[config.mk]
export PLATFORM = sky130hd
export DESIGN_NAME = uart_register_datagram_framer_flat
export DESIGN_NICKNAME = d
export VERILOG_FILES = /design/src/hdl/urdf_pkg.sv /design/src/hdl/urdf_if.sv /design/src/hdl/urdf_front.sv /design/src/hdl/urdf_queue.sv /design/src/hdl/urdf_back.sv /design/src/hdl/uart_register_datagram_framer.sv /design/src/flat_wrapper.sv
export SDC_FILE = /design/constraint.sdc
export NUM_CORES = 1
export LEC_CHECK = 0
export BUFFER_PORTS_ARGS = -buffer_cell sky130_fd_sc_hd__buf_2
export CAP_MARGIN = 20
export CORE_MARGIN = 1
export CORE_UTILIZATION = 38
export DETAILED_ROUTE_END_ITERATION = 16
export GPL_TIMING_DRIVEN = 0
export PLACE_DENSITY_LB_ADDON = 0.15
export SLEW_MARGIN = 20
export SYNTH_ARGS = -nofsm -noshare
export SYNTH_HDL_FRONTEND = slang
export SYNTH_SLANG_ARGS = --single-unit
[constraint.sdc]
create_clock -name clk -period 5.9 [get_ports clk]
set_input_delay 0.59 -clock clk [delete_from_list [all_inputs] [get_ports clk]]
set_output_delay 0.59 -clock clk [all_outputs]
set_load 0.01 [all_outputs]
[src/hdl/urdf_pkg.sv]
// Shared types, constants and the CRC8 byte update for the UART register datagram framer.
// No dependencies; every other file of the block depends on this package.
package urdf_pkg;

    // Field widths.
    localparam int BYTE_W   = 8;
    localparam int REQ_W    = 2;
    localparam int ADDR_W   = 7;
    localparam int VALUE_W  = 32;
    localparam int STATUS_W = 2;
    localparam int IDX_W    = 3;

    // Default depth of the command queue between front and back.
    localparam int QUEUE_DEPTH_DEF = 2;

    // Datagram constants.
    localparam logic [BYTE_W-1:0] SYNC_BYTE   = 8'h05;
    localparam logic [BYTE_W-1:0] HOST_ADDR   = 8'hff;
    localparam logic [BYTE_W-1:0] CRC_POLY    = 8'h07;

    // Byte positions inside a datagram.
    localparam logic [IDX_W-1:0] IDX_SYNC  = 3'd0;
    localparam logic [IDX_W-1:0] IDX_NODE  = 3'd1;
    localparam logic [IDX_W-1:0] IDX_REG   = 3'd2;
    localparam logic [IDX_W-1:0] IDX_VAL3  = 3'd3;
    localparam logic [IDX_W-1:0] IDX_VAL2  = 3'd4;
    localparam logic [IDX_W-1:0] IDX_VAL1  = 3'd5;
    localparam logic [IDX_W-1:0] IDX_VAL0  = 3'd6;
    localparam logic [IDX_W-1:0] IDX_LAST  = 3'd7;
    localparam logic [IDX_W-1:0] IDX_RD_CRC = 3'd3;

    // Input request codes.
    typedef enum logic [REQ_W-1:0] {
        REQ_READ  = 2'd0,
        REQ_WRITE = 2'd1,
        REQ_REPLY = 2'd2
    } req_type_t;

    // Result kinds.
    localparam logic KIND_TX   = 1'b0;
    localparam logic KIND_DONE = 1'b1;

    // Read completion status codes.
    localparam logic [STATUS_W-1:0] STATUS_OK      = 2'd0;
    localparam logic [STATUS_W-1:0] STATUS_CRC_ERR = 2'd1;
    localparam logic [STATUS_W-1:0] STATUS_HDR_ERR = 2'd2;

    // Commands handed from the front to the back.
    typedef enum logic [1:0] {
        CMD_READ  = 2'd0,
        CMD_WRITE = 2'd1,
        CMD_DONE  = 2'd2
    } cmd_kind_t;

    // One queue entry. The value carries the write data or the read result.
    typedef struct packed {
        cmd_kind_t            kind;
        logic [BYTE_W-1:0]    node;
        logic [ADDR_W-1:0]    reg_num;
        logic [VALUE_W-1:0]   value;
        logic [STATUS_W-1:0]  status;
    } cmd_t;

    // CRC8, polynomial 0x07, one byte fed least significant bit first.
    function automatic logic [BYTE_W-1:0] crc8_feed(input logic [BYTE_W-1:0] crc,
                                                    input logic [BYTE_W-1:0] data);
        logic [BYTE_W-1:0] c;
        logic              fb;
        c = crc;
        for (int i = 0; i < BYTE_W; i++)
        begin
            fb = c[BYTE_W-1] ^ data[i];
            c  = {c[BYTE_W-2:0], 1'b0};
            if (fb)
            begin
                c = c ^ CRC_POLY;
            end
        end
        return c;
    endfunction

endpackage

[src/hdl/urdf_if.sv]
// Valid/ready channel interfaces for the request and result words of the framer.
// Depends on urdf_pkg for the field widths.

interface urdf_req_if;
    logic                          valid;
    logic                          ready;
    logic [urdf_pkg::REQ_W-1:0]    req_type;
    logic [urdf_pkg::ADDR_W-1:0]   reg_num;
    logic [urdf_pkg::VALUE_W-1:0]  write_value;
    logic [urdf_pkg::BYTE_W-1:0]   rx_byte;

    modport source (output valid, req_type, reg_num, write_value, rx_byte, input ready);
    modport sink   (input valid, req_type, reg_num, write_value, rx_byte, output ready);
endinterface

interface urdf_res_if;
    logic                          valid;
    logic                          ready;
    logic                          result_kind;
    logic [urdf_pkg::BYTE_W-1:0]   tx_byte;
    logic                          last_of_run;
    logic [urdf_pkg::VALUE_W-1:0]  read_value;
    logic [urdf_pkg::STATUS_W-1:0] read_status;

    modport source (output valid, result_kind, tx_byte, last_of_run, read_value, read_status,
                    input ready);
    modport sink   (input valid, result_kind, tx_byte, last_of_run, read_value, read_status,
                    output ready);
endinterface

[src/hdl/urdf_front.sv]
// Front part: accepts request words, keeps the node address and the reply collector,
// and pushes transmit and completion commands into the queue. Depends on urdf_pkg, urdf_if.
module urdf_front (
    input  logic                       clk,
    input  logic                       rst_n,
    urdf_req_if.sink                   req,
    input  logic                       cfg_wr_en,
    input  logic [urdf_pkg::BYTE_W-1:0] cfg_wr_data,
    input  logic                       queue_space,
    output logic                       push_valid,
    output urdf_pkg::cmd_t             push_cmd
);
    import urdf_pkg::*;

    logic [BYTE_W-1:0]   node_address_reg;
    logic [ADDR_W-1:0]   expected_reg_reg,  expected_reg_next;
    logic [IDX_W-1:0]    reply_count_reg,   reply_count_next;
    logic [BYTE_W-1:0]   reply_crc_reg,     reply_crc_next;
    logic [VALUE_W-1:0]  reply_shift_reg,   reply_shift_next;
    logic                reply_hdr_ok_reg,  reply_hdr_ok_next;

    logic                accept;
    logic [BYTE_W-1:0]   crc_base;
    logic [STATUS_W-1:0] done_status;

    assign req.ready = queue_space;
    assign accept    = req.valid && req.ready;

    // The first reply byte restarts the CRC from zero.
    assign crc_base = (reply_count_reg == IDX_SYNC) ? '0 : reply_crc_reg;

    // A CRC mismatch wins over a header mismatch.
    always_comb
    begin
        if (req.rx_byte != reply_crc_reg)
        begin
            done_status = STATUS_CRC_ERR;
        end
        else if (!reply_hdr_ok_reg)
        begin
            done_status = STATUS_HDR_ERR;
        end
        else
        begin
            done_status = STATUS_OK;
        end
    end

    // Classify the accepted word and update the reply collector.
    always_comb
    begin
        expected_reg_next  = expected_reg_reg;
        reply_count_next   = reply_count_reg;
        reply_crc_next     = reply_crc_reg;
        reply_shift_next   = reply_shift_reg;
        reply_hdr_ok_next  = reply_hdr_ok_reg;
        push_valid         = 1'b0;
        push_cmd.kind      = CMD_READ;
        push_cmd.node      = node_address_reg;
        push_cmd.reg_num   = req.reg_num;
        push_cmd.value     = '0;
        push_cmd.status    = STATUS_OK;

        if (accept)
        begin
            unique case (req.req_type)
                REQ_READ:
                begin
                    push_valid        = 1'b1;
                    push_cmd.kind     = CMD_READ;
                    expected_reg_next = req.reg_num;
                    reply_count_next  = '0;
                    reply_crc_next    = '0;
                    reply_shift_next  = '0;
                    reply_hdr_ok_next = 1'b0;
                end
                REQ_WRITE:
                begin
                    push_valid     = 1'b1;
                    push_cmd.kind  = CMD_WRITE;
                    push_cmd.value = req.write_value;
                end
                REQ_REPLY:
                begin
                    if (reply_count_reg == IDX_LAST)
                    begin
                        push_valid        = 1'b1;
                        push_cmd.kind     = CMD_DONE;
                        push_cmd.status   = done_status;
                        push_cmd.value    = (done_status == STATUS_OK) ? reply_shift_reg : '0;
                        reply_count_next  = '0;
                        reply_crc_next    = '0;
                        reply_shift_next  = '0;
                        reply_hdr_ok_next = 1'b0;
                    end
                    else
                    begin
                        reply_crc_next   = crc8_feed(crc_base, req.rx_byte);
                        reply_count_next = reply_count_reg + 1'b1;
                        unique case (reply_count_reg)
                            IDX_SYNC:
                            begin
                                reply_shift_next  = '0;
                                reply_hdr_ok_next = 1'b1;
                            end
                            IDX_NODE:
                            begin
                                if (req.rx_byte != HOST_ADDR)
                                begin
                                    reply_hdr_ok_next = 1'b0;
                                end
                            end
                            IDX_REG:
                            begin
                                if (req.rx_byte[ADDR_W-1:0] != expected_reg_reg)
                                begin
                                    reply_hdr_ok_next = 1'b0;
                                end
                            end
                            default:
                            begin
                                reply_shift_next = {reply_shift_reg[VALUE_W-BYTE_W-1:0],
                                                    req.rx_byte};
                            end
                        endcase
                    end
                end
                default:
                begin
                    push_valid = 1'b0;
                end
            endcase
        end
    end

    // Configuration register.
    always_ff @(posedge clk or negedge rst_n)
    begin
        if (!rst_n)
        begin
            node_address_reg <= '0;
        end
        else if (cfg_wr_en)
        begin
            node_address_reg <= cfg_wr_data;
        end
    end

    // Reply collector state.
    always_ff @(posedge clk or negedge rst_n)
    begin
        if (!rst_n)
        begin
            expected_reg_reg <= '0;
            reply_count_reg  <= '0;
            reply_crc_reg    <= '0;
            reply_shift_reg  <= '0;
            reply_hdr_ok_reg <= 1'b0;
        end
        else
        begin
            expected_reg_reg <= expected_reg_next;
            reply_count_reg  <= reply_count_next;
            reply_crc_reg    <= reply_crc_next;
            reply_shift_reg  <= reply_shift_next;
            reply_hdr_ok_reg <= reply_hdr_ok_next;
        end
    end

endmodule

[src/hdl/urdf_queue.sv]
// Small command queue between front and back, built from registers.
// Depends on urdf_pkg for the command type.
module urdf_queue #(
    parameter int DEPTH = urdf_pkg::QUEUE_DEPTH_DEF
) (
    input  logic            clk,
    input  logic            rst_n,
    input  logic            push_valid,
    input  urdf_pkg::cmd_t  push_cmd,
    output logic            space,
    output logic            head_valid,
    output urdf_pkg::cmd_t  head_cmd,
    input  logic            pop
);
    import urdf_pkg::*;

    localparam int PTR_W = $clog2(DEPTH);
    localparam int CNT_W = $clog2(DEPTH + 1);

    cmd_t              entry_reg [DEPTH];
    logic [PTR_W-1:0]  wr_ptr_reg, wr_ptr_next;
    logic [PTR_W-1:0]  rd_ptr_reg, rd_ptr_next;
    logic [CNT_W-1:0]  count_reg,  count_next;
    logic              do_push;
    logic              do_pop;

    assign space      = (count_reg != CNT_W'(DEPTH));
    assign head_valid = (count_reg != '0);
    assign head_cmd   = entry_reg[rd_ptr_reg];
    assign do_push    = push_valid && space;
    assign do_pop     = pop && head_valid;

    // Pointer and fill count update.
    always_comb
    begin
        wr_ptr_next = wr_ptr_reg;
        rd_ptr_next = rd_ptr_reg;
        count_next  = count_reg;
        if (do_push)
        begin
            wr_ptr_next = (wr_ptr_reg == PTR_W'(DEPTH - 1)) ? '0 : wr_ptr_reg + 1'b1;
        end
        if (do_pop)
        begin
            rd_ptr_next = (rd_ptr_reg == PTR_W'(DEPTH - 1)) ? '0 : rd_ptr_reg + 1'b1;
        end
        if (do_push && !do_pop)
        begin
            count_next = count_reg + 1'b1;
        end
        else if (do_pop && !do_push)
        begin
            count_next = count_reg - 1'b1;
        end
    end

    always_ff @(posedge clk or negedge rst_n)
    begin
        if (!rst_n)
        begin
            wr_ptr_reg <= '0;
            rd_ptr_reg <= '0;
            count_reg  <= '0;
        end
        else
        begin
            wr_ptr_reg <= wr_ptr_next;
            rd_ptr_reg <= rd_ptr_next;
            count_reg  <= count_next;
        end
    end

    // Entry storage needs no reset.
    always_ff @(posedge clk)
    begin
        if (do_push)
        begin
            entry_reg[wr_ptr_reg] <= push_cmd;
        end
    end

endmodule

[src/hdl/urdf_back.sv]
// Back part: expands queued commands into datagram bytes or a completion word, one per
// cycle while the result receiver is ready, computing the request CRC on the way. Depends on urdf_pkg and urdf_if.
module urdf_back (
    input  logic            clk,
    input  logic            rst_n,
    input  logic            head_valid,
    input  urdf_pkg::cmd_t  head_cmd,
    output logic            pop,
    urdf_res_if.source      res
);
    import urdf_pkg::*;

    logic [IDX_W-1:0]    idx_reg,   idx_next;
    logic [BYTE_W-1:0]   crc_reg,   crc_next;
    logic                out_valid_reg;
    logic                out_kind_reg;
    logic [BYTE_W-1:0]   out_byte_reg;
    logic                out_last_reg;
    logic [VALUE_W-1:0]  out_value_reg;
    logic [STATUS_W-1:0] out_status_reg;

    logic                load;
    logic                is_write;
    logic                is_done;
    logic                is_last;
    logic [BYTE_W-1:0]   cur_byte;

    assign load     = head_valid && (!out_valid_reg || res.ready);
    assign is_write = (head_cmd.kind == CMD_WRITE);
    assign is_done  = (head_cmd.kind == CMD_DONE);
    assign is_last  = is_done || (idx_reg == (is_write ? IDX_LAST : IDX_RD_CRC));
    assign pop      = load && is_last;

    // Datagram byte at the current position; the final byte is the running CRC.
    always_comb
    begin
        unique case (idx_reg)
            IDX_SYNC: cur_byte = SYNC_BYTE;
            IDX_NODE: cur_byte = head_cmd.node;
            IDX_REG:  cur_byte = {is_write, head_cmd.reg_num};
            IDX_VAL3: cur_byte = is_write ? head_cmd.value[31:24] : crc_reg;
            IDX_VAL2: cur_byte = head_cmd.value[23:16];
            IDX_VAL1: cur_byte = head_cmd.value[15:8];
            IDX_VAL0: cur_byte = head_cmd.value[7:0];
            default:  cur_byte = crc_reg;
        endcase
    end

    // Byte position and CRC advance.
    always_comb
    begin
        idx_next = idx_reg;
        crc_next = crc_reg;
        if (load)
        begin
            if (is_last)
            begin
                idx_next = '0;
                crc_next = '0;
            end
            else
            begin
                idx_next = idx_reg + 1'b1;
                crc_next = crc8_feed(crc_reg, cur_byte);
            end
        end
    end

    always_ff @(posedge clk or negedge rst_n)
    begin
        if (!rst_n)
        begin
            idx_reg       <= '0;
            crc_reg       <= '0;
            out_valid_reg <= 1'b0;
        end
        else
        begin
            idx_reg <= idx_next;
            crc_reg <= crc_next;
            if (load)
            begin
                out_valid_reg <= 1'b1;
            end
            else if (res.ready)
            begin
                out_valid_reg <= 1'b0;
            end
        end
    end

    // Output word register.
    always_ff @(posedge clk)
    begin
        if (load)
        begin
            out_kind_reg   <= is_done ? KIND_DONE : KIND_TX;
            out_byte_reg   <= is_done ? '0 : cur_byte;
            out_last_reg   <= is_last;
            out_value_reg  <= is_done ? head_cmd.value : '0;
            out_status_reg <= is_done ? head_cmd.status : STATUS_OK;
        end
    end

    assign res.valid       = out_valid_reg;
    assign res.result_kind = out_kind_reg;
    assign res.tx_byte     = out_byte_reg;
    assign res.last_of_run = out_last_reg;
    assign res.read_value  = out_value_reg;
    assign res.read_status = out_status_reg;

endmodule

[src/hdl/uart_register_datagram_framer.sv]
// UART register datagram framer. The first result word of a request passes through the command
// queue and the output register; the back emits one result word per cycle while the receiver
// is ready, so a write gives 8 words, a read 4 and a completion 1, and the front takes a word
// each cycle while the command queue has room. Reply bytes that complete nothing emit no word.
// Reset (rst_n low, asynchronous) empties queue and output, clears the reply collector,
// the expected register and the node address.
module uart_register_datagram_framer #(
    parameter int QUEUE_DEPTH = urdf_pkg::QUEUE_DEPTH_DEF
) (
    input  logic                        clk,
    input  logic                        rst_n,
    urdf_req_if.sink                    req,
    urdf_res_if.source                  res,
    input  logic                        cfg_wr_en,
    input  logic [urdf_pkg::BYTE_W-1:0] cfg_wr_data
);
    import urdf_pkg::*;

    logic  queue_space;
    logic  push_valid;
    cmd_t  push_cmd;
    logic  head_valid;
    cmd_t  head_cmd;
    logic  pop;

    // Request classification and reply collection.
    urdf_front u_front (
        .clk         (clk),
        .rst_n       (rst_n),
        .req         (req),
        .cfg_wr_en   (cfg_wr_en),
        .cfg_wr_data (cfg_wr_data),
        .queue_space (queue_space),
        .push_valid  (push_valid),
        .push_cmd    (push_cmd)
    );

    // Command queue.
    urdf_queue #(
        .DEPTH (QUEUE_DEPTH)
    ) u_queue (
        .clk        (clk),
        .rst_n      (rst_n),
        .push_valid (push_valid),
        .push_cmd   (push_cmd),
        .space      (queue_space),
        .head_valid (head_valid),
        .head_cmd   (head_cmd),
        .pop        (pop)
    );

    // Byte serializer and result register.
    urdf_back u_back (
        .clk        (clk),
        .rst_n      (rst_n),
        .head_valid (head_valid),
        .head_cmd   (head_cmd),
        .pop        (pop),
        .res        (res)
    );

endmodule

[src/flat_wrapper.sv]
// flat-port wrapper written by rule: the top's interface ports become plain ports
module uart_register_datagram_framer_flat import urdf_pkg::*;
#(
    parameter int QUEUE_DEPTH = urdf_pkg::QUEUE_DEPTH_DEF
)
  (clk, rst_n, cfg_wr_en, cfg_wr_data, req_valid, req_req_type, req_reg_num, req_write_value, req_rx_byte, req_ready, res_valid, res_result_kind, res_tx_byte, res_last_of_run, res_read_value, res_read_status, res_ready);
  urdf_req_if req_i ();
  urdf_res_if res_i ();
  input  logic clk;
  input  logic rst_n;
  input  logic cfg_wr_en;
  input  logic [urdf_pkg::BYTE_W-1:0] cfg_wr_data;
  input wire logic [$bits(req_i.valid)-1:0] req_valid;
  input wire logic [$bits(req_i.req_type)-1:0] req_req_type;
  input wire logic [$bits(req_i.reg_num)-1:0] req_reg_num;
  input wire logic [$bits(req_i.write_value)-1:0] req_write_value;
  input wire logic [$bits(req_i.rx_byte)-1:0] req_rx_byte;
  output wire logic [$bits(req_i.ready)-1:0] req_ready;
  output wire logic [$bits(res_i.valid)-1:0] res_valid;
  output wire logic [$bits(res_i.result_kind)-1:0] res_result_kind;
  output wire logic [$bits(res_i.tx_byte)-1:0] res_tx_byte;
  output wire logic [$bits(res_i.last_of_run)-1:0] res_last_of_run;
  output wire logic [$bits(res_i.read_value)-1:0] res_read_value;
  output wire logic [$bits(res_i.read_status)-1:0] res_read_status;
  input wire logic [$bits(res_i.ready)-1:0] res_ready;
  assign req_i.valid = req_valid;
  assign req_i.req_type = req_req_type;
  assign req_i.reg_num = req_reg_num;
  assign req_i.write_value = req_write_value;
  assign req_i.rx_byte = req_rx_byte;
  assign req_ready = req_i.ready;
  assign res_valid = res_i.valid;
  assign res_result_kind = res_i.result_kind;
  assign res_tx_byte = res_i.tx_byte;
  assign res_last_of_run = res_i.last_of_run;
  assign res_read_value = res_i.read_value;
  assign res_read_status = res_i.read_status;
  assign res_i.ready = res_ready;
  uart_register_datagram_framer #(.QUEUE_DEPTH(QUEUE_DEPTH)) u_core (.clk(clk), .rst_n(rst_n), .req(req_i), .res(res_i), .cfg_wr_en(cfg_wr_en), .cfg_wr_data(cfg_wr_data));
endmodule
Word level (Yosys, flattened, before mapping) --
Memories as Yosys holds them, arrays and structs flattened. Cells that the tools add are included.
Word-level totals: input bits 62, memories 1, flip-flop bits (word level) 119, bits in writable memories 102, word-level logic and storage cells 195, output and inout bits 46
Memories:
- u_core.u_queue.entry_reg | depth 2, bits a word 51, read ports 1, clocked after memory_dff 0, write ports 1, RTL line urdf_queue.sv:20 | cmd_t entry_reg [DEPTH];
Cells by class: equality and inequality tests 22, reductions and logical operators 26, multiplexer cells 91, add/sub/neg operators 6, bitwise logic cells 32
Operators with widths (number):
- $mux 8 | 39
- $pmux 32 s2 | 3
- $mux 34 | 2
- $mux 32 | 2
- $mux 3 | 19
- $pmux 8 s7 | 1
- $not 3->3 | 16
- $pmux 8 s2 | 1
- $xor 1x1->1 | 16
- $mux 2 | 7
- $eq 3x3->1 const B | 4
- $mux 1 | 12
- $eq 3x2->1 const B | 3
- $ne 4x4->1 const B | 2
- $ne 8x8->1 | 1
- $ne 8x8->1 const B | 1
- $reduce_bool 2->1 | 4
- $logic_and 1x1->1 | 7
- $ne 7x7->1 | 1
- $add 3x1->3 const B | 2
- $eq 3x1->1 const B | 2
- $logic_not 3->1 | 2
- $pmux 3 s2 | 1
- $ne 5x3->1 const B | 1
- other kinds (18) | 28

Logic depth before layout (Yosys ltp) --
depth after elaboration 41, depth in mapped cells 14, depth with buffers taken out 10

Hierarchy --
A second synthesis with hierarchy kept.
Second synthesis, totals: cell total of the unflattened synthesis 819, area total of the unflattened synthesis 10920.5 µm²
By module, submodules not included:
- urdf_queue | area each 4126.5 µm², instances 1, cells an instance 177, sequential area each 3163.0 µm²
- urdf_front | area each 3882.5 µm², instances 1, cells an instance 404, sequential area each 1476.4 µm²
- urdf_back | area each 2911.5 µm², instances 1, cells an instance 238, sequential area each 1621.6 µm²

Least setup slack after synthesis --
OpenSTA, ideal clock, no wires.
path type input to register, from input req_req_type[1], to memory u_core.u_queue.entry_reg[0][0] (netlist bit) (enable), slack -595 ps, data arrival time 5909 ps, path buffers 1, required time 5314 ps, setup time 586 ps, cell stages on the path 5, cell sequence inv_1 > ha_1 > clkbuf_1 > a211oi_1 > nor4_1
Between the ends: longest elaborated chain between the ends 7, elaborated cells between the ends (all ways) 9, those cells by class eq/ne: 2; mux: 4; reduce/logical: 3
RTL lines:
- start, declared | RTL line flat_wrapper.sv:14 | input wire logic [$bits(req_i.req_type)-1:0] req_req_type;
- $eq 2x1->1 / $logic_not 2->1 (equally long branches) | RTL line urdf_front.sv:66 | unique case (req.req_type)
- $reduce_or 2->1 (no line)
- $pmux 1 s2 * | RTL line urdf_front.sv:66
- $mux 1 * | RTL line urdf_front.sv:64 | if (accept)
- $logic_and 1x1->1 * | RTL line urdf_queue.sv:30 | assign do_push = push_valid && space;
- $mux 1 * | RTL line urdf_queue.sv:76 | if (do_push)
- $mux 1 (implied by the code) * | RTL line urdf_queue.sv:78 | entry_reg[wr_ptr_reg] <= push_cmd;
- end, declared | RTL line urdf_queue.sv:20
Every way passes the cells marked *; elsewhere a longest branch is shown, timed or not.

Worst setup path in the final report --
from register u_core.u_back.idx_reg[2], to register u_core.u_back.crc_reg[3]
Between the ends: longest elaborated chain between the ends 21, elaborated cells between the ends (all ways) 35, those cells by class eq/ne: 7; mux: 20; bitwise: 6; reduce/logical: 2
RTL lines:
- start, declared | RTL line urdf_back.sv:13 | logic [IDX_W-1:0] idx_reg, idx_next;
- start signal, assigned | RTL line urdf_back.sv:79 | idx_reg <= idx_next;
- $eq 3x3->1 (tied with other cells) | RTL line urdf_back.sv:37 | unique case (idx_reg)
- $pmux 8 s7 | RTL line urdf_back.sv:37
- $xor 1x1->1 | RTL line urdf_pkg.sv:72 | fb = c[BYTE_W-1] ^ data[i];
- $mux 3 | RTL line urdf_pkg.sv:74 | if (fb)
- $mux 8 | RTL line urdf_back.sv:56 | if (is_last)
- $mux 8 | RTL line urdf_back.sv:54 | if (load)
- $mux 8 | RTL line urdf_back.sv:56
- $mux 8 | RTL line urdf_back.sv:54
- (+5 left out)
- $mux 8 | RTL line urdf_back.sv:54
- $mux 8 | RTL line urdf_back.sv:56
- $mux 8 | RTL line urdf_back.sv:54
- $xor 1x1->1 | RTL line urdf_pkg.sv:72
- $mux 3 | RTL line urdf_pkg.sv:74
- $mux 8 | RTL line urdf_back.sv:56
- $mux 8 | RTL line urdf_back.sv:54
- $mux 8 * | RTL line urdf_back.sv:56
- end signal, assigned | RTL line urdf_back.sv:80 | crc_reg <= crc_next;
- end, declared | RTL line urdf_back.sv:14 | logic [BYTE_W-1:0] crc_reg, crc_next;
Every way passes the cells marked *; elsewhere a longest branch is shown, timed or not. The select of a mux whose other input is x is not followed. A chain may end at the register's enable or synchronous reset.

==> flow_metrics.py <==
metrics = {
    "critical_path": {
        "critPathArrivalTime_ns": 4.28,
        "worst-path-max-fanout": 10,
        "endpoint_kind": "flop",
        "regToRegEndpoint": "u_core.u_back.crc_reg[3]$_DFFE_PN0P_",
        "r2r_slack_ns": 2.06,
        "r2r-start": "u_core.u_back.idx_reg[2]$_DFFE_PN0P_",
        "required_ns": 6.34,
        "critPathCapture": "u_core.u_back.crc_reg[3]$_DFFE_PN0P_",
        "cp-startpoint": "u_core.u_back.idx_reg[2]$_DFFE_PN0P_",
        "reg2regPathDepth": 11,
        "crit_path_start_kind": "flop",
        "critPathKind": "flop to flop",
    },
    "global_routing": {
        "grt_pass1_vias": 6614,
        "grt_use_total": 0.193,
        "grt_pass1_wl_um": 39000,
        "grt_max_degree": 53,
        "antenna_found_initial": 0,
        "gr-total-overflow": 0,
    },
    "cts": {
        "cts_max_level": 1,
        "numCtsBuffers": 26,
        "cts_num_sinks": 221,
        "clock_path_buffers": 3,
        "cts_setup_buffers": 0,
        "clkLatencyLatePin_ns": 0.53,
        "cts.clk_slew.worst_paths_ns": 0.07,
        "cts-root-buf": "clkbuf_16",
        "cts_tree": "done",
    },
    "floorplan": {
        "die_y_um": 165,
        "design.core.area_um2": 26100,
        "fp.dieArea_um2": 27200,
        "io_pins": 108,
        "rows": 59,
        "die_w_um": 165,
        "start_util": 0.387,
    },
    "placed_design": {
        "port_buffers": 99,
        "gp_congestion": 0.855,
        "dpl_cell_area_um2": 11100,
        "hpwl_um": 18900,
    },
    "drt": {
        "num_vias": 6711,
        "routedWlPerCell_um": 19.6,
        "wl_um": 25700,
        "vias_per_cell": 5.11,
        "dr.pass1.iters": 5,
        "drc": 0,
        "ant_nets": 0,
        "drt_iter0_markers": 459,
    },
    "synthesis": {
        "yosys_warnings": 0,
        "synth_ff_type": "edfxtp_1",
        "synth_cells": 824,
        "syn-num-nets": 901,
        "synth_area_leaders": "edfxtp_1, dfrtp_1, mux2i_1",
        "ys_seq_area_frac": 0.620,
        "syn_area_per_cell_um2": 12.2,
        "netlist_area_um2": 10100,
        "synth_top_area_share": 0.434,
        "synthTopCellsByCount": "edfxtp_1, nand2_1, nor2_1",
        "synthArstFlopShare": 0.339,
        "post-synth-top-area-cell": "edfxtp_1",
        "synth_enable_flop_cells": 146,
        "synth_cell_types": 62,
        "yosysMostFrequentCell": "edfxtp_1",
        "synth-seq-cells": 221,
    },
    "sta": {
        "setup_viol": 0,
        "fin_worst_skew_ns": 0.0148,
        "grt_setup_unrepaired": "no",
        "fin_crit_sh": 0.651,
        "hold_viol": 0,
        "fmax_mhz": 261,
        "slew_headroom": 0.506,
        "drv_slew": 0,
        "worst_pin_slew_ns": 0.741,
        "min_period_ns": 3.84,
    },
    "power_and_ir_drop": {
        "p_sw_mw": 2.26,
        "vdd_ir_drop_max_mv": 0.308,
        "pwr-share-comb": 0.391,
        "p_int_mw": 4.19,
        "pwr-share-clk": 0.258,
        "power_frac_seq": 0.351,
        "leakagePower_nw": 4.68,
        "power_density_nw_per_um2": 535,
        "swShare": 0.350,
    },
    "layout": {
        "diodes": 0,
        "drive_gt1_frac": 0.190,
        "syn2layout_area_growth_pct": 19.3,
        "largest_reg_flops": 102,
        "final_area_um2": 12000,
        "nets": 1036,
        "regArea_um2": 6260,
        "multi_input_area_um2": 3560,
        "utilization": 0.462,
        "fillers": 2390,
    },
    "run": {
        "max-cap-violations": 0,
    },
    "hold_path": {
        "hp-class": "primary input to flop",
    },
    "outcome": {
        "run_status": "completed",
    },
}
[what timing repair did]
action / 4_1_cts / 5_1_grt
hold buffers: 1 / 0
endpoints found under the hold margin: 11 / 0
resized for setup: 0 / 0
[final cells by class]
cell class              instances  share of cell area
clock inverters                15              0.0163
plain buffers                  46              0.0186
multi-input cells             540               0.296
repair buffers                107              0.0505
flip-flops and latches        221               0.520
well taps                     335              0.0348
inverters                      17             0.00530
clock buffers                  33              0.0587
[how the worst min path moves through the flow]
stage | from | to | slack [ns] | cells after the start
6_report | req_reg_num[2] | u_core.u_queue.entry_reg[1][36]$_DFFE_PP_ | 0.26 | 1
5_1_grt | req_reg_num[1] | u_core.u_queue.entry_reg[0][35]$_DFFE_PP_ | 0.25 | 1
4_1_cts | req_reg_num[2] | u_core.u_queue.entry_reg[1][36]$_DFFE_PP_ | 0.25 | 1
3_5_place_dp | u_core.u_front.node_address_reg[2]$_DFFE_PN0P_ | u_core.u_queue.entry_reg[1][43]$_DFFE_PP_ | 0.46 | 0
3_3_place_gp | u_core.u_front.node_address_reg[2]$_DFFE_PN0P_ | u_core.u_queue.entry_reg[1][43]$_DFFE_PP_ | 0.46 | 0
2_1_floorplan | rst_n | u_core.u_back.crc_reg[0]$_DFFE_PN0P_ | 0.29 | 0
[through the flow]
| step | TNS, ns | total power, mW | hold slack [ns] | instances | setup slack [ns] |
|---|---|---|---|---|---|
| floorplan | 0 | 4.10 | 0.294 | 824 | 1.56 |
| global placement | -24.24 | 4.77 | 0.459 | 1258 | -0.480 |
| detailed placement | 0 | 4.82 | 0.460 | 1265 | 2.16 |
| global route | 0 | 6.82 | 0.251 | 1314 | 1.79 |
| finish | 0 | 6.45 | 0.263 | 1314 | 2.06 |
| CTS | 0 | 6.50 | 0.246 | 1314 | 2.12 |
[per-layer routing]
| layer | GRT usage | routed length [µm] |
|---|---|---|
| met1 | 0.278 | 12100 |
| met2 | 0.308 | 11900 |
| met3 | 0.0276 | 1260 |
| met4 | 0.0459 | 464 |
| met5 | 0 | 0 |
[critical path: stages (launching register included)]
cell and delay (ns):
dfrtp_1 0.41, clkbuf_1 0.45, inv_1 0.20, ha_1 0.30, or4_1 0.61, o21ai_0 0.11, nor4_1 0.07, a31oi_1 0.50
xnor3_1 0.52, xnor3_1 0.20, or3_1 0.30, o21ai_0 0.07
[power by group through the flow]
| stage | Sequential [mW] | Clock, mW | Combinational, mW |
|---|---|---|---|
| 6_report | 2.26 | 1.67 | 2.52 |
| 5_1_grt | 2.30 | 1.75 | 2.77 |
| 4_1_cts | 2.26 | 1.70 | 2.54 |
| 3_5_place_dp | 2.29 | 0 | 2.53 |
| 3_3_place_gp | 2.30 | 0 | 2.47 |
| 2_1_floorplan | 2.33 | 0 | 1.77 |
[kinds of logic (layout without fill, tap and decap cells)]
group           Yosys count  in the layout  share of synthesized area
simple gates            249            249                      0.107
compound gates          140            140                     0.0931
mux                      70             70                     0.0719
xor+xnor                 66             66                     0.0607
fa+ha+maj                15             15                     0.0186
flops                   221            221                      0.620
buf+inv                  63            218                     0.0285
[layout by cell type (no fill, tap or decap), types with 32 or more instances in the layout]
cell type and n:
o21ai_0 54, a22oi_1 32, mux2i_1 50, buf_2 99, nor2_1 96, clkbuf_1 41
xnor2_1 37, nand2_1 100, dfrtp_1 75, edfxtp_1 146
(Power assumes the default switching activity.)
